File: src/sv/scsd_pkg.sv
// scsd_pkg: shared types, codes and tables of the dual stepper drive
`timescale 1ns / 1ps

package scsd_pkg;

  // input word: received byte or time tick
  typedef struct packed {
    logic       func;
    logic [7:0] rx_byte;
  } in_word_t;

  // result word
  typedef struct packed {
    logic       result_kind;
    logic [7:0] tx_byte;
    logic [3:0] coil_a;
    logic [3:0] coil_b;
    logic       busy_res;
    logic       last;
  } out_word_t;

  // input kinds
  localparam logic FUNC_RX   = 1'b0;
  localparam logic FUNC_TICK = 1'b1;

  // result kinds
  localparam logic KIND_TX   = 1'b0;
  localparam logic KIND_COIL = 1'b1;

  // direction codes
  localparam logic [1:0] DIR_BOTH_FWD = 2'd0;
  localparam logic [1:0] DIR_BOTH_REV = 2'd1;
  localparam logic [1:0] DIR_SPIN_L   = 2'd2;
  localparam logic [1:0] DIR_SPIN_R   = 2'd3;

  // command letters
  localparam logic [7:0] CMD_FWD  = 8'h66;  // f
  localparam logic [7:0] CMD_REV  = 8'h61;  // a
  localparam logic [7:0] CMD_LEFT = 8'h69;  // i
  localparam logic [7:0] CMD_RGHT = 8'h64;  // d
  localparam logic [7:0] CHR_ZERO = 8'h30;
  localparam logic [7:0] CHR_NINE = 8'h39;
  localparam logic [7:0] CASE_OFS = 8'h20;

  localparam logic [1:0] LAST_DIGIT = 2'd2;
  localparam logic [4:0] MSG_LEN    = 5'd17;

  // plan of results that one input word causes
  typedef enum logic [1:0] {
    PLAN_BYTE     = 2'd0,
    PLAN_COIL     = 2'd1,
    PLAN_MSG      = 2'd2,
    PLAN_COIL_MSG = 2'd3
  } plan_e;

  // result descriptor passed from control to sequencer
  typedef struct packed {
    plan_e      plan;
    logic [7:0] tx_byte;
    logic [3:0] coil_a;
    logic [3:0] coil_b;
    logic       busy;
  } desc_t;

  // half-step coil sequence
  function automatic logic [3:0] half_step(input logic [2:0] ph);
    logic [3:0] pat;
    case (ph)
      3'd0: pat = 4'h1;
      3'd1: pat = 4'h3;
      3'd2: pat = 4'h2;
      3'd3: pat = 4'h6;
      3'd4: pat = 4'h4;
      3'd5: pat = 4'hc;
      3'd6: pat = 4'h8;
      3'd7: pat = 4'h9;
      default: pat = 4'h1;
    endcase
    return pat;
  endfunction

  // done message with trailing zero
  function automatic logic [7:0] msg_byte(input logic [4:0] k);
    logic [7:0] c;
    case (k)
      5'd0:  c = 8'h41;  // A
      5'd1:  c = 8'h63;  // c
      5'd2:  c = 8'h63;  // c
      5'd3:  c = 8'h69;  // i
      5'd4:  c = 8'h6f;  // o
      5'd5:  c = 8'h6e;  // n
      5'd6:  c = 8'h20;  // space
      5'd7:  c = 8'h72;  // r
      5'd8:  c = 8'h65;  // e
      5'd9:  c = 8'h61;  // a
      5'd10: c = 8'h6c;  // l
      5'd11: c = 8'h69;  // i
      5'd12: c = 8'h7a;  // z
      5'd13: c = 8'h61;  // a
      5'd14: c = 8'h64;  // d
      5'd15: c = 8'h61;  // a
      5'd16: c = 8'h00;
      default: c = 8'h00;
    endcase
    return c;
  endfunction

endpackage

File: src/sv/scsd_ctrl.sv
// scsd_ctrl: command parser, move state and result descriptor register
`timescale 1ns / 1ps

module scsd_ctrl (
  input  logic              clk_i,
  input  logic              rst_ni,
  input  logic              in_valid_i,
  output logic              in_stall_o,
  input  scsd_pkg::in_word_t in_data_i,
  input  logic [15:0]       step_delay_i,
  output logic              desc_valid_o,
  output scsd_pkg::desc_t   desc_o,
  input  logic              desc_ready_i
);
  import scsd_pkg::*;

  typedef enum logic [2:0] {
    MODE_IDLE   = 3'b001,
    MODE_DIGITS = 3'b010,
    MODE_MOVE   = 3'b100
  } mode_e;

  mode_e       mode_q, mode_d;
  logic [1:0]  dir_q, dir_d;
  logic [1:0]  digit_q, digit_d;
  logic [9:0]  total_q, total_d;
  logic [9:0]  done_q, done_d;
  logic [15:0] tick_q, tick_d;
  logic [2:0]  pha_q, pha_d, phb_q, phb_d;
  logic [3:0]  appl_a_q, appl_a_d, appl_b_q, appl_b_d;
  logic        pend_valid_q, pend_valid_d;
  desc_t       pend_q, pend_d;

  logic        accept;
  logic        gen;
  logic [7:0]  ch;
  logic        is_digit;
  logic [13:0] total_x10;
  logic [15:0] tick_inc;
  logic [9:0]  done_inc;
  logic        a_fwd, b_fwd;

  assign in_stall_o   = pend_valid_q && !desc_ready_i;
  assign accept       = in_valid_i && !in_stall_o;
  assign desc_valid_o = pend_valid_q;
  assign desc_o       = pend_q;

  assign ch        = in_data_i.rx_byte;
  assign is_digit  = (ch >= CHR_ZERO) && (ch <= CHR_NINE);
  assign total_x10 = ({4'b0, total_q} << 3) + ({4'b0, total_q} << 1) + {10'b0, ch[3:0]};
  assign tick_inc  = tick_q + 16'd1;
  assign done_inc  = done_q + 10'd1;
  assign a_fwd     = (dir_q == DIR_BOTH_FWD) || (dir_q == DIR_SPIN_R);
  assign b_fwd     = (dir_q == DIR_BOTH_FWD) || (dir_q == DIR_SPIN_L);

  // per-word state update and descriptor build
  always_comb begin
    mode_d   = mode_q;
    dir_d    = dir_q;
    digit_d  = digit_q;
    total_d  = total_q;
    done_d   = done_q;
    tick_d   = tick_q;
    pha_d    = pha_q;
    phb_d    = phb_q;
    appl_a_d = appl_a_q;
    appl_b_d = appl_b_q;
    gen      = 1'b0;
    pend_d   = pend_q;
    pend_d.plan    = PLAN_BYTE;
    pend_d.tx_byte = ch;

    if (in_data_i.func == FUNC_RX) begin
      case (mode_q)
        MODE_IDLE: begin
          gen = 1'b1;
          if (ch == CMD_FWD || ch == CMD_REV || ch == CMD_LEFT || ch == CMD_RGHT) begin
            if (ch == CMD_FWD) begin
              dir_d = DIR_BOTH_FWD;
            end else if (ch == CMD_REV) begin
              dir_d = DIR_BOTH_REV;
            end else if (ch == CMD_LEFT) begin
              dir_d = DIR_SPIN_L;
            end else begin
              dir_d = DIR_SPIN_R;
            end
            digit_d = 2'd0;
            total_d = 10'd0;
            mode_d  = MODE_DIGITS;
            pend_d.tx_byte = ch - CASE_OFS;
          end else begin
            pend_d.plan = PLAN_MSG;
          end
        end
        MODE_DIGITS: begin
          if (is_digit) begin
            gen     = 1'b1;
            total_d = total_x10[9:0];
            digit_d = digit_q + 2'd1;
            if (digit_q == LAST_DIGIT) begin
              digit_d = 2'd0;
              done_d  = 10'd0;
              tick_d  = 16'd0;
              mode_d  = MODE_MOVE;
            end
          end
        end
        default: ;
      endcase
    end else if (mode_q == MODE_MOVE) begin
      tick_d = tick_inc;
      if (tick_inc >= step_delay_i) begin
        gen         = 1'b1;
        tick_d      = 16'd0;
        appl_a_d    = half_step(pha_q);
        appl_b_d    = half_step(phb_q);
        pend_d.plan = PLAN_COIL;
        if (done_q < total_q) begin
          pha_d = a_fwd ? pha_q + 3'd1 : pha_q - 3'd1;
          phb_d = b_fwd ? phb_q + 3'd1 : phb_q - 3'd1;
        end
        done_d = done_inc;
        if (done_inc > total_q) begin
          mode_d      = MODE_IDLE;
          done_d      = 10'd0;
          pend_d.plan = PLAN_COIL_MSG;
        end
      end
    end

    pend_d.coil_a = appl_a_d;
    pend_d.coil_b = appl_b_d;
    pend_d.busy   = (mode_d != MODE_IDLE);

    // descriptor slot: filled by a word with results, emptied on hand-off
    pend_valid_d = pend_valid_q && !desc_ready_i;
    if (accept && gen) begin
      pend_valid_d = 1'b1;
    end
  end

  // control state
  always_ff @(posedge clk_i or negedge rst_ni) begin
    if (!rst_ni) begin
      mode_q       <= MODE_IDLE;
      dir_q        <= DIR_BOTH_FWD;
      digit_q      <= 2'd0;
      total_q      <= 10'd0;
      done_q       <= 10'd0;
      tick_q       <= 16'd0;
      pha_q        <= 3'd0;
      phb_q        <= 3'd0;
      appl_a_q     <= 4'd0;
      appl_b_q     <= 4'd0;
      pend_valid_q <= 1'b0;
    end else begin
      pend_valid_q <= pend_valid_d;
      if (accept) begin
        mode_q   <= mode_d;
        dir_q    <= dir_d;
        digit_q  <= digit_d;
        total_q  <= total_d;
        done_q   <= done_d;
        tick_q   <= tick_d;
        pha_q    <= pha_d;
        phb_q    <= phb_d;
        appl_a_q <= appl_a_d;
        appl_b_q <= appl_b_d;
      end
    end
  end

  // descriptor payload
  always_ff @(posedge clk_i) begin
    if (accept && gen) begin
      pend_q <= pend_d;
    end
  end

`ifndef ASSERT_OFF
  // a queued descriptor waits unchanged until the sequencer takes it
  a_pend_hold: assert property (@(posedge clk_i) disable iff (!rst_ni)
    pend_valid_q && !desc_ready_i |=> pend_valid_q && $stable(pend_q))
    else $error("queued descriptor lost or changed");

  // a move always ends with the message plan and not busy
  a_end_plan: assert property (@(posedge clk_i) disable iff (!rst_ni)
    accept && mode_q == MODE_MOVE && mode_d == MODE_IDLE |=>
      pend_valid_q && pend_q.plan == PLAN_COIL_MSG && !pend_q.busy)
    else $error("move end without done message");

  // the digit counter never passes the third digit
  a_digit_range: assert property (@(posedge clk_i) disable iff (!rst_ni)
    digit_q != 2'd3)
    else $error("digit counter out of range");
`endif

endmodule

File: src/sv/scsd_emit.sv
// scsd_emit: result sequencer that expands a descriptor into result words
`timescale 1ns / 1ps

module scsd_emit (
  input  logic               clk_i,
  input  logic               rst_ni,
  input  logic               desc_valid_i,
  input  scsd_pkg::desc_t    desc_i,
  output logic               desc_ready_o,
  output logic               out_valid_o,
  input  logic               out_stall_i,
  output scsd_pkg::out_word_t out_data_o
);
  import scsd_pkg::*;

  desc_t      cur_q;
  logic       act_q;
  logic [4:0] idx_q;

  logic       has_coil;
  logic       coil_slot;
  logic       is_last;
  logic [4:0] last_idx;
  logic [4:0] msg_idx;
  logic       out_fire;

  assign has_coil  = (cur_q.plan == PLAN_COIL) || (cur_q.plan == PLAN_COIL_MSG);
  assign coil_slot = has_coil && (idx_q == 5'd0);
  assign msg_idx   = has_coil ? idx_q - 5'd1 : idx_q;

  // index of the final word of the plan
  always_comb begin
    case (cur_q.plan)
      PLAN_BYTE:     last_idx = 5'd0;
      PLAN_COIL:     last_idx = 5'd0;
      PLAN_MSG:      last_idx = MSG_LEN - 5'd1;
      PLAN_COIL_MSG: last_idx = MSG_LEN;
      default:       last_idx = 5'd0;
    endcase
  end

  assign is_last      = (idx_q == last_idx);
  assign out_fire     = act_q && !out_stall_i;
  assign desc_ready_o = !act_q || (out_fire && is_last);
  assign out_valid_o  = act_q;

  // result word from the current descriptor and index
  always_comb begin
    out_data_o.result_kind = coil_slot ? KIND_COIL : KIND_TX;
    if (coil_slot) begin
      out_data_o.tx_byte = 8'h00;
    end else if (cur_q.plan == PLAN_BYTE) begin
      out_data_o.tx_byte = cur_q.tx_byte;
    end else begin
      out_data_o.tx_byte = msg_byte(msg_idx);
    end
    out_data_o.coil_a   = cur_q.coil_a;
    out_data_o.coil_b   = cur_q.coil_b;
    out_data_o.busy_res = cur_q.busy;
    out_data_o.last     = is_last;
  end

  // sequencer control
  always_ff @(posedge clk_i or negedge rst_ni) begin
    if (!rst_ni) begin
      act_q <= 1'b0;
      idx_q <= 5'd0;
    end else if (desc_valid_i && desc_ready_o) begin
      act_q <= 1'b1;
      idx_q <= 5'd0;
    end else if (out_fire) begin
      if (is_last) begin
        act_q <= 1'b0;
      end else begin
        idx_q <= idx_q + 5'd1;
      end
    end
  end

  // descriptor payload
  always_ff @(posedge clk_i) begin
    if (desc_valid_i && desc_ready_o) begin
      cur_q <= desc_i;
    end
  end

`ifndef ASSERT_OFF
  // a stalled plan stays active and holds its index
  a_stall_keep: assert property (@(posedge clk_i) disable iff (!rst_ni)
    act_q && out_stall_i |=> act_q && idx_q == $past(idx_q))
    else $error("result sequence dropped during stall");

  // words of one plan come in index order with the same busy flag
  a_step: assert property (@(posedge clk_i) disable iff (!rst_ni)
    out_fire && !is_last |=> act_q && idx_q == $past(idx_q) + 5'd1 &&
      cur_q.busy == $past(cur_q.busy))
    else $error("result index skipped or plan replaced early");

  // only the coil slot carries a coil result
  a_coil_first: assert property (@(posedge clk_i) disable iff (!rst_ni)
    out_valid_o && out_data_o.result_kind == KIND_COIL |-> idx_q == 5'd0 && has_coil)
    else $error("coil result out of place");
`endif

endmodule

File: src/sv/serial_commanded_dual_stepper_drive.sv
// serial_commanded_dual_stepper_drive: top level with register port and datapath
`timescale 1ns / 1ps

// Serial-commanded drive for two four-coil steppers in half steps. Each input word
// is a received byte or a 100 us tick; it is accepted at an edge where in_stall_o
// is low, and the command state, phase indices and tick counter are updated at
// that edge. A word yields zero to eighteen result words (echo byte, coil pattern,
// done message), which a sequencer delivers one per cycle while the output is not
// stalled. One word's results may be queued behind the ones being delivered, so
// input words flow at one per cycle as long as each causes at most one result and
// the output is not stalled; after a done message the input waits until the
// queued plan moves into the sequencer. Register step_delay (offset 0, reset 200)
// sets the ticks between coil updates; write it only while no move is in progress.

module serial_commanded_dual_stepper_drive (
  input  logic                clk_i,
  input  logic                rst_ni,
  input  logic                in_valid_i,
  output logic                in_stall_o,
  input  scsd_pkg::in_word_t  in_data_i,
  output logic                out_valid_o,
  input  logic                out_stall_i,
  output scsd_pkg::out_word_t out_data_o,
  input  logic                psel,
  input  logic                penable,
  input  logic                pwrite,
  input  logic [2:0]          paddr,
  input  logic [31:0]         pwdata,
  output logic [31:0]         prdata,
  output logic                pready
);
  import scsd_pkg::*;

  localparam logic [15:0] STEP_DELAY_RST = 16'd200;

  logic [15:0] step_delay_q;
  logic        reg_sel;
  logic        desc_valid;
  logic        desc_ready;
  desc_t       desc;

  assign pready  = 1'b1;
  assign reg_sel = (paddr[2] == 1'b0);
  assign prdata  = reg_sel ? {16'd0, step_delay_q} : 32'd0;

  // step delay register
  always_ff @(posedge clk_i or negedge rst_ni) begin
    if (!rst_ni) begin
      step_delay_q <= STEP_DELAY_RST;
    end else if (psel && penable && pwrite && pready && reg_sel) begin
      step_delay_q <= pwdata[15:0];
    end
  end

  scsd_ctrl u_ctrl (
    .clk_i        (clk_i),
    .rst_ni       (rst_ni),
    .in_valid_i   (in_valid_i),
    .in_stall_o   (in_stall_o),
    .in_data_i    (in_data_i),
    .step_delay_i (step_delay_q),
    .desc_valid_o (desc_valid),
    .desc_o       (desc),
    .desc_ready_i (desc_ready)
  );

  scsd_emit u_emit (
    .clk_i        (clk_i),
    .rst_ni       (rst_ni),
    .desc_valid_i (desc_valid),
    .desc_i       (desc),
    .desc_ready_o (desc_ready),
    .out_valid_o  (out_valid_o),
    .out_stall_i  (out_stall_i),
    .out_data_o   (out_data_o)
  );

endmodule

File: config.mk
export PLATFORM = sky130hd
export DESIGN_NAME = serial_commanded_dual_stepper_drive
export DESIGN_NICKNAME = d
export VERILOG_FILES = /design/src/sv/scsd_pkg.sv /design/src/sv/scsd_ctrl.sv /design/src/sv/scsd_emit.sv /design/src/sv/serial_commanded_dual_stepper_drive.sv
export SDC_FILE = /design/constraint.sdc
export NUM_CORES = 1
export LEC_CHECK = 0
export BUFFER_PORTS_ARGS = -buffer_cell sky130_fd_sc_hd__buf_2
export CAP_MARGIN = 20
export CORE_UTILIZATION = 54
export CTS_BUF_LIST = sky130_fd_sc_hd__clkbuf_8
export DETAILED_ROUTE_END_ITERATION = 8
export PLACE_DENSITY = 0.85
export SETUP_SLACK_MARGIN = 0.15
export SYNTH_ARGS = -nofsm -noshare
export SYNTH_HDL_FRONTEND = slang
export SYNTH_SLANG_ARGS = --single-unit
File: constraint.sdc
create_clock -name clk_i -period 3.5 [get_ports clk_i]
set_input_delay 0.35 -clock clk_i [delete_from_list [all_inputs] [get_ports clk_i]]
set_output_delay 0.35 -clock clk_i [all_outputs]
set_load 0.005 [all_outputs]
---- Word-level counts from Yosys, hierarchy flattened ----
Memory sizes are Yosys's and may differ from the RTL's.
Cells that the tools add are included.
cells by class
  add/sub/neg operators ................... 12
  order comparisons ....................... 5
  equal/unequal tests ..................... 20
  multiplexer cells ....................... 65
  bitwise gates (word level) .............. 2
  reduce and logical (&&, ||, !) cells .... 39
operators with widths
  kind                   count
  $mux 16                7
  $mux 10                10
  $eq 8x7->1 const B     4
  $mux 8                 4
  $mux 3                 9
  $mux 4                 6
  $mux 2                 10
  $mux 5                 4
  $pmux 10 s2            1
  $add 16x1->16 const B  1
  $ge 16x16->1           1
  $pmux 5 s3             1
  $reduce_and 5->1       3
  $reduce_bool 2->1      6
  $logic_and 1x1->1      11
  $add 10x1->10 const B  1
  $add 10x10->10         1
  $add 10x4->10          1
  $eq 2x2->1 const B     5
  $gt 10x10->1           1
  $lt 10x10->1           1
  $mux 1                 10
  $ge 8x6->1 const B     1
  $le 8x6->1 const B     1
  26 further kinds       43
word-level totals
  register bits after elaboration ......... 118
  memory bits (read-only) ................. 288
  bits of input ports ..................... 51
  output and inout bits ................... 54
  logic and storage cells ................. 170
  memories kept ........................... 3
memory list
  memory            words  width  rd ports  clocked after Yosys merged registers in  write ports  RTL line        source
  (name not given)  32     7      1         0                                        0            scsd_pkg.sv:85  case (k)
  (name not given)  8      4      1         0                                        0            scsd_pkg.sv:68  case (ph)
  (name not given)  8      4      1         0                                        0            scsd_pkg.sv:68

---- Longest topological paths before layout ----
  depth in word-level cells ............... 12
  mapped depth ............................ 14
  gate-level depth less buffers ........... 12

---- Hierarchy ----
Synthesis repeated with hierarchy kept, for this count alone.
unflattened totals
  cell total of the unflattened synthesis .. 704
  area, all modules ....................... 7572.3 sq um
by module, submodules not included
  module                               times used  cells an instance  area an instance (sq um)  seq. area each (sq um)
  scsd_ctrl                            1           515                5316.3                    2023.2
  scsd_emit                            1           119                1352.5                    720.7
  serial_commanded_dual_stepper_drive  1           70                 903.4                     404.1

---- Least setup slack after synthesis ----
OpenSTA, ideal clock, no wires.
  path type ............................... register to register
  from .................................... register u_ctrl.tick_q[2]
  to ...................................... register u_ctrl.pend_q, in the netlist u_ctrl.desc_o[0], enable pin
  setup time .............................. 0.395 ns
  arrival ................................. 3.417 ns
  required time ........................... 3.105 ns
  setup slack ............................. -0.311 ns
  stages on the path, launching flop included .. 15
  buffers on the path ..................... 2
  period minus slack after synthesis ...... 3.811 ns
  path through ............................ dfrtp_1 > and3_1 > and3_1 > clkbuf_1 > nand3_1 > nor2_1 > xor2_1 > ha_1 > nand2_1 > nor4_1 > a32oi_1 > nand3_1 > clkbuf_1 > nand2_1 > nor2_1
on the way
  cells in the longest elaborated chain, start to end .. 6
RTL lines
  item                    RTL line          source
  from (decl)             scsd_ctrl.sv:28   logic [15:0] tick_q, tick_d;
  from (signal assigned)  scsd_ctrl.sv:164  tick_q <= tick_d;
  $add 16x1->16           scsd_ctrl.sv:51   assign tick_inc = tick_q + 16'd1;
  $ge 16x16->1            scsd_ctrl.sv:112  if (tick_inc >= step_delay_i) begin
  $mux 1                  scsd_ctrl.sv:112
  $mux 1                  scsd_ctrl.sv:110  end else if (mode_q == MODE_MOVE) begin
  $mux 1                  scsd_ctrl.sv:73   if (in_data_i.func == FUNC_RX) begin
  $logic_and 1x1->1       scsd_ctrl.sv:175  if (accept && gen) begin
  to (signal assigned)    scsd_ctrl.sv:176  pend_q <= pend_d;
  to (decl)               scsd_ctrl.sv:32   desc_t pend_q, pend_d;
No other way between the ends.
A chain may end at the register's enable or synchronous reset.

---- Worst setup path after layout ----
  from .................................... register u_ctrl.tick_q[2]
  to ...................................... register u_ctrl.phb_q[1]
on the way
  cells in the longest elaborated chain, start to end .. 3
RTL lines
  item                               RTL line          source
  $add 16x1->16                      scsd_ctrl.sv:51
  $ge 16x16->1                       scsd_ctrl.sv:112
  $reduce_and 5->1 (no source line)  -
  to (signal assigned)               scsd_ctrl.sv:166  phb_q <= phb_d;
  to (decl)                          scsd_ctrl.sv:29   logic [2:0] pha_q, pha_d, phb_q, phb_d;
No other way between the ends.

==> results.tsv <==
stage	metric	value	unit
job	Max-cap violations	0	
sta	clock skew	0.01472	ns
grt	largest net degree at the start of global routing	69	
grt	first-pass GRT wire length	25030	um
worst_setup_path	worst reg2reg path depth	14	
cts	CTS tree	built	
detailed_routing	Iteration-0 DRC Markers	296	
synthesis	number of synthesized flops with an enable pin	38	
synthesis	Yosys reg bits	118	
sta	final setup fails	0	
grt	initial antenna violation count	0	
detailed_routing	Wirelength per Cell	15.12	um
floorplan	Core Area	13240	um^2
outcome	status	finished clean	
worst_setup_path	critical path capture point type	register	
cells_and_area	n_diodes	0	
cells_and_area	growth of design area from synthesis to finish	12.60	%
worst_setup_path	delay-heaviest family, CP	simple AND/OR/NAND/NOR gates	
worst_setup_path	Startpoint Class	register	
sta	Max Freq	310.2	MHz
worst_setup_path	crit path DAT	3.59	ns
placed_design	IO buf count	69	
grt	Congestion Overflow GR	0	
placed_design	worst slack, placed	0.02417	ns
synthesis	Seq/Total Area, Yosys	0.4289	
pwr	Sequential Power Share	0.418	
sta	fin crit period	3.224	ns
synthesis	syn_area_per_cell	10.18	um^2
cts	Worst-path clk slew	0.08	ns
cells_and_area	share of cells above drive strength 1	0.2338	
floorplan	FP Rows	42	
cts	CTS Root Cell	clkbuf_8	
floorplan	die area	14060	um^2
worst_setup_path	Crit path depth	14	
pwr	Comb pwr share	0.269	
detailed_routing	DR vias	5454	
synthesis	Synthesis Warnings	0	
placed_design	dpl hpwl	10700	um
worst_setup_path	CP Buf/Inv Count	2	
floorplan	chip width	118.6	um
worst_hold_path	type of the worst min-delay path	in -> async	
worst_setup_path	kind of critical path	reg -> reg	
synthesis	Post-synth ARST share	0.6780	
detailed_routing	Post-DRT Antenna Nets	0	
synthesis	post-synth cell types	70	
sta	Setup TNS	0	ns
pwr	Internal	2.612	mW
floorplan	Die H	118.6	um
worst_setup_path	setup slack, reg-to-reg	0.28	ns
cells_and_area	area of the multi-input gates	3821	um^2
cts	CTS HTree Levels	4	
cells_and_area	nets@finish	907	
sta	final cycle utilization of the critical path	0.9212	
grt	vias in the first global route	5307	
pwr	Psw	1.309	mW
sta	final hold violation count	0	
synthesis	Synth Flop Type	dfrtp_1	
pwr	clock group share of total power	0.313	
detailed_routing	DRT Pass-1 Iters	5	
cts	Inserted Clock Buffers	17	
synthesis	Synth Cell Area	7340	um^2
cts	clock sinks	118	
worst_setup_path	Top cell by count, worst path	buf_4	
placed_design	Placer Congestion	0.8736	
cts	CTS max path bufs	2	
worst_setup_path	slowest CP cell	dfrtp_1	
sta	RSZ-0062 raised after global routing	true	
worst_setup_path	critical path endpoint	u_ctrl.phb_q[1]$_DFFE_PN0P_	
pwr	switching fraction of total power	0.3338	
detailed_routing	Via density	5.565	
sta	Worst Max-Slew Pin Slew	0.8936	ns
worst_setup_path	reg2reg start	u_ctrl.tick_q[2]$_DFFE_PN0P_	
cts	# hold bufs at CTS	0	
cts	clk_lat worst skew	0.45	ns
pwr	PD cells	474.4	nW/um^2
worst_setup_path	CP Max Fanout	7	
cells_and_area	Reg area	3149	um^2
worst_setup_path	r2r endpoint	u_ctrl.phb_q[1]$_DFFE_PN0P_	
worst_setup_path	critical path's largest stage delay	0.39	ns
sta	Max-slew headroom	0.4043	
worst_setup_path	origin of the worst setup path	u_ctrl.tick_q[2]$_DFFE_PN0P_	
synthesis	Post-Syn Instances	721	
worst_setup_path	Worst Path Required	3.87	ns
detailed_routing	aggregate routed wire length	14820	um
sta	slack of the critical path	0.2759	ns
floorplan	Initial Utilization	0.5542	
pwr	Static Leak	3.880	nW
worst_setup_path	crit path cell chain	and3_1 > and3_2 > nand3_4 > nor2_2 > xor2_1 > ha_1 > nand2_1 > nor4_2 > a32oi_2 > and3_4 > buf_4 > nor4_4 > buf_4 > mux2i_1	
cells_and_area	Fillers	1040	
detailed_routing	number of remaining DRC errors	0	
pwr	maximum vdd ir drop	0.2277	mV
grt	Tot GR Track Use	0.2232	
sta	Final Max Slew Viols	0	
floorplan	Ports	105	
synth_stat cells (all sizes together) (3+ instances only):
cell type | number | share of area
buf | 36 | 0.036
o41ai | 3 | 0.0036
a31o | 4 | 0.0048
nand3 | 26 | 0.018
nor4 | 5 | 0.0063
or3 | 4 | 0.0034
o31ai | 8 | 0.0082
nor2b | 12 | 0.010
mux2 | 33 | 0.055
o21a | 4 | 0.0041
nand4 | 7 | 0.0060
a22o | 17 | 0.020
dfstp | 4 | 0.014
dfrtp | 76 | 0.26
edfxtp | 38 | 0.16
nand3b | 4 | 0.0041
or2 | 4 | 0.0034
inv | 54 | 0.028
and2 | 4 | 0.0034
nor3 | 12 | 0.0089
mux2i | 6 | 0.0082
a32o | 7 | 0.0095
nor2 | 49 | 0.025
nand2b | 6 | 0.0051
xnor2 | 19 | 0.023
a21oi | 23 | 0.016
a21o | 9 | 0.0092
ha | 61 | 0.10
or3b | 3 | 0.0036
xor2 | 15 | 0.018
clkbuf | 13 | 0.0066
and3 | 10 | 0.0085
o21ai | 47 | 0.033
fa | 4 | 0.011
nand2 | 68 | 0.035
state kept, by name, indices dropped and copies added, names as in the netlist, 3 cells and up:
name	flops
u_ctrl.desc_o	19
step_delay_q	16
u_ctrl.tick_q	16
u_ctrl.done_q	10
u_ctrl.total_q	10
u_emit.cur_q	10
u_emit.out_data_o	9
u_emit.idx_q	5
u_ctrl.appl_a_q	4
u_ctrl.appl_b_q	4
u_ctrl.mode_q	3
u_ctrl.pha_q	3
u_ctrl.phb_q	3
area by class of cell:
type,instances,area share
clock buffers,17,0.02831
clock inverters,15,0.01893
inverters,54,0.02453
multi-input cells,515,0.4624
flip-flops and latches,118,0.3811
well taps,176,0.02665
repair buffers,85,0.05814
stage by stage:
step,instances,power [mW],utilization,instance area [um^2],hold WS [ns]
after global placement,946,2.646,0.5870,7774,0.4003
after global routing,980,4.158,0.6241,8264,0.06946
after detailed placement,946,2.697,0.5870,7774,0.4045
final,980,3.921,0.6241,8264,0.01069
after CTS,979,3.928,0.6178,8182,0.04218
after floorplan,736,2.416,-,7403,0.05441
repair_timing:
| item | CTS | global route |
|---|---|---|
| gates resized for setup | 4 | 17 |
| pin swaps | 1 | 4 |
| endpoints found under the setup margin | 55 | 63 |
| buffers inserted | 1 | 1 |
worst min-delay path by stage:
stage	startpoint	end	slack, ns
2_1_floorplan	rst_ni	step_delay_q[0]$_DFFE_PN0P_	0.05
3_3_place_gp	u_ctrl.desc_o[8]$_DFFE_PP_	u_emit.out_data_o[9]$_DFFE_PP_	0.40
3_5_place_dp	u_ctrl.desc_o[14]$_DFFE_PP_	u_emit.cur_q[14]$_DFFE_PP_	0.40
4_1_cts	rst_ni	step_delay_q[11]$_DFFE_PN0P_	0.04
5_1_grt	rst_ni	step_delay_q[11]$_DFFE_PN0P_	0.07
6_report	rst_ni	step_delay_q[11]$_DFFE_PN0P_	0.01
layout by cell type (no fill, tap or decap), types with 8 or more instances in the layout:
cell type / count
a21o_1: 9
a21oi_1: 22
a22o_1: 17
buf_2: 68
buf_4: 16
clkbuf_8: 17
conb_1: 17
dfrtp_1: 75
edfxtp_1: 38
ha_1: 60
inv_1: 55
mux2_2: 25
mux2_4: 8
nand2_1: 68
nand3_1: 23
nor2_1: 43
nor2b_1: 12
nor3_1: 11
o21ai_0: 43
o31ai_1: 8
xnor2_1: 19
xor2_1: 15
power groups by stage:
stage,Clock [mW],Sequential (mW),Combinational [mW]
6_report,1.23,1.64,1.05
5_1_grt,1.31,1.66,1.19
4_1_cts,1.24,1.64,1.05
3_5_place_dp,0,1.67,1.03
3_3_place_gp,0,1.66,0.988
2_1_floorplan,0,1.60,0.814
cells by family (layout without fill, tap and decap cells):
family	after synthesis	in the layout	synth area share
AO/OA/AOI/OAI	136	136	0.1248
XOR/XNOR	34	34	0.04057
adder cells (fa/ha/maj)	65	65	0.1149
buffers and inverters	103	171	0.07058
flip-flops	118	118	0.4289
multiplexers	39	39	0.06291
other	2	17	0.001023
AND/OR/NAND/NOR	224	224	0.1563
worst register-to-register path: cells and delay by family (launching register included):
kind                       cells  cell delay (ns)
DFF                            1             0.39
adders and majority gates      1             0.31
AOI/OAI and AO/OA              1             0.20
muxes                          1             0.20
buffers and inverters          2             0.34
and+or+nand+nor                8             1.56
xor gates and xnor gates       1             0.14
layer usage:
| metal | vias to the layer above | GRT usage | part of all wire |
|---|---|---|---|
| li1 | 2664 | - | - |
| met1 | 2631 | 0.2764 | 0.44 |
| met2 | 128 | 0.3794 | 0.50 |
| met3 | 31 | 0.04923 | 0.036 |
| met4 | 0 | 0.08544 | 0.025 |
| met5 | - | 0 | 0 |
Power figures use the tool's default switching activity.
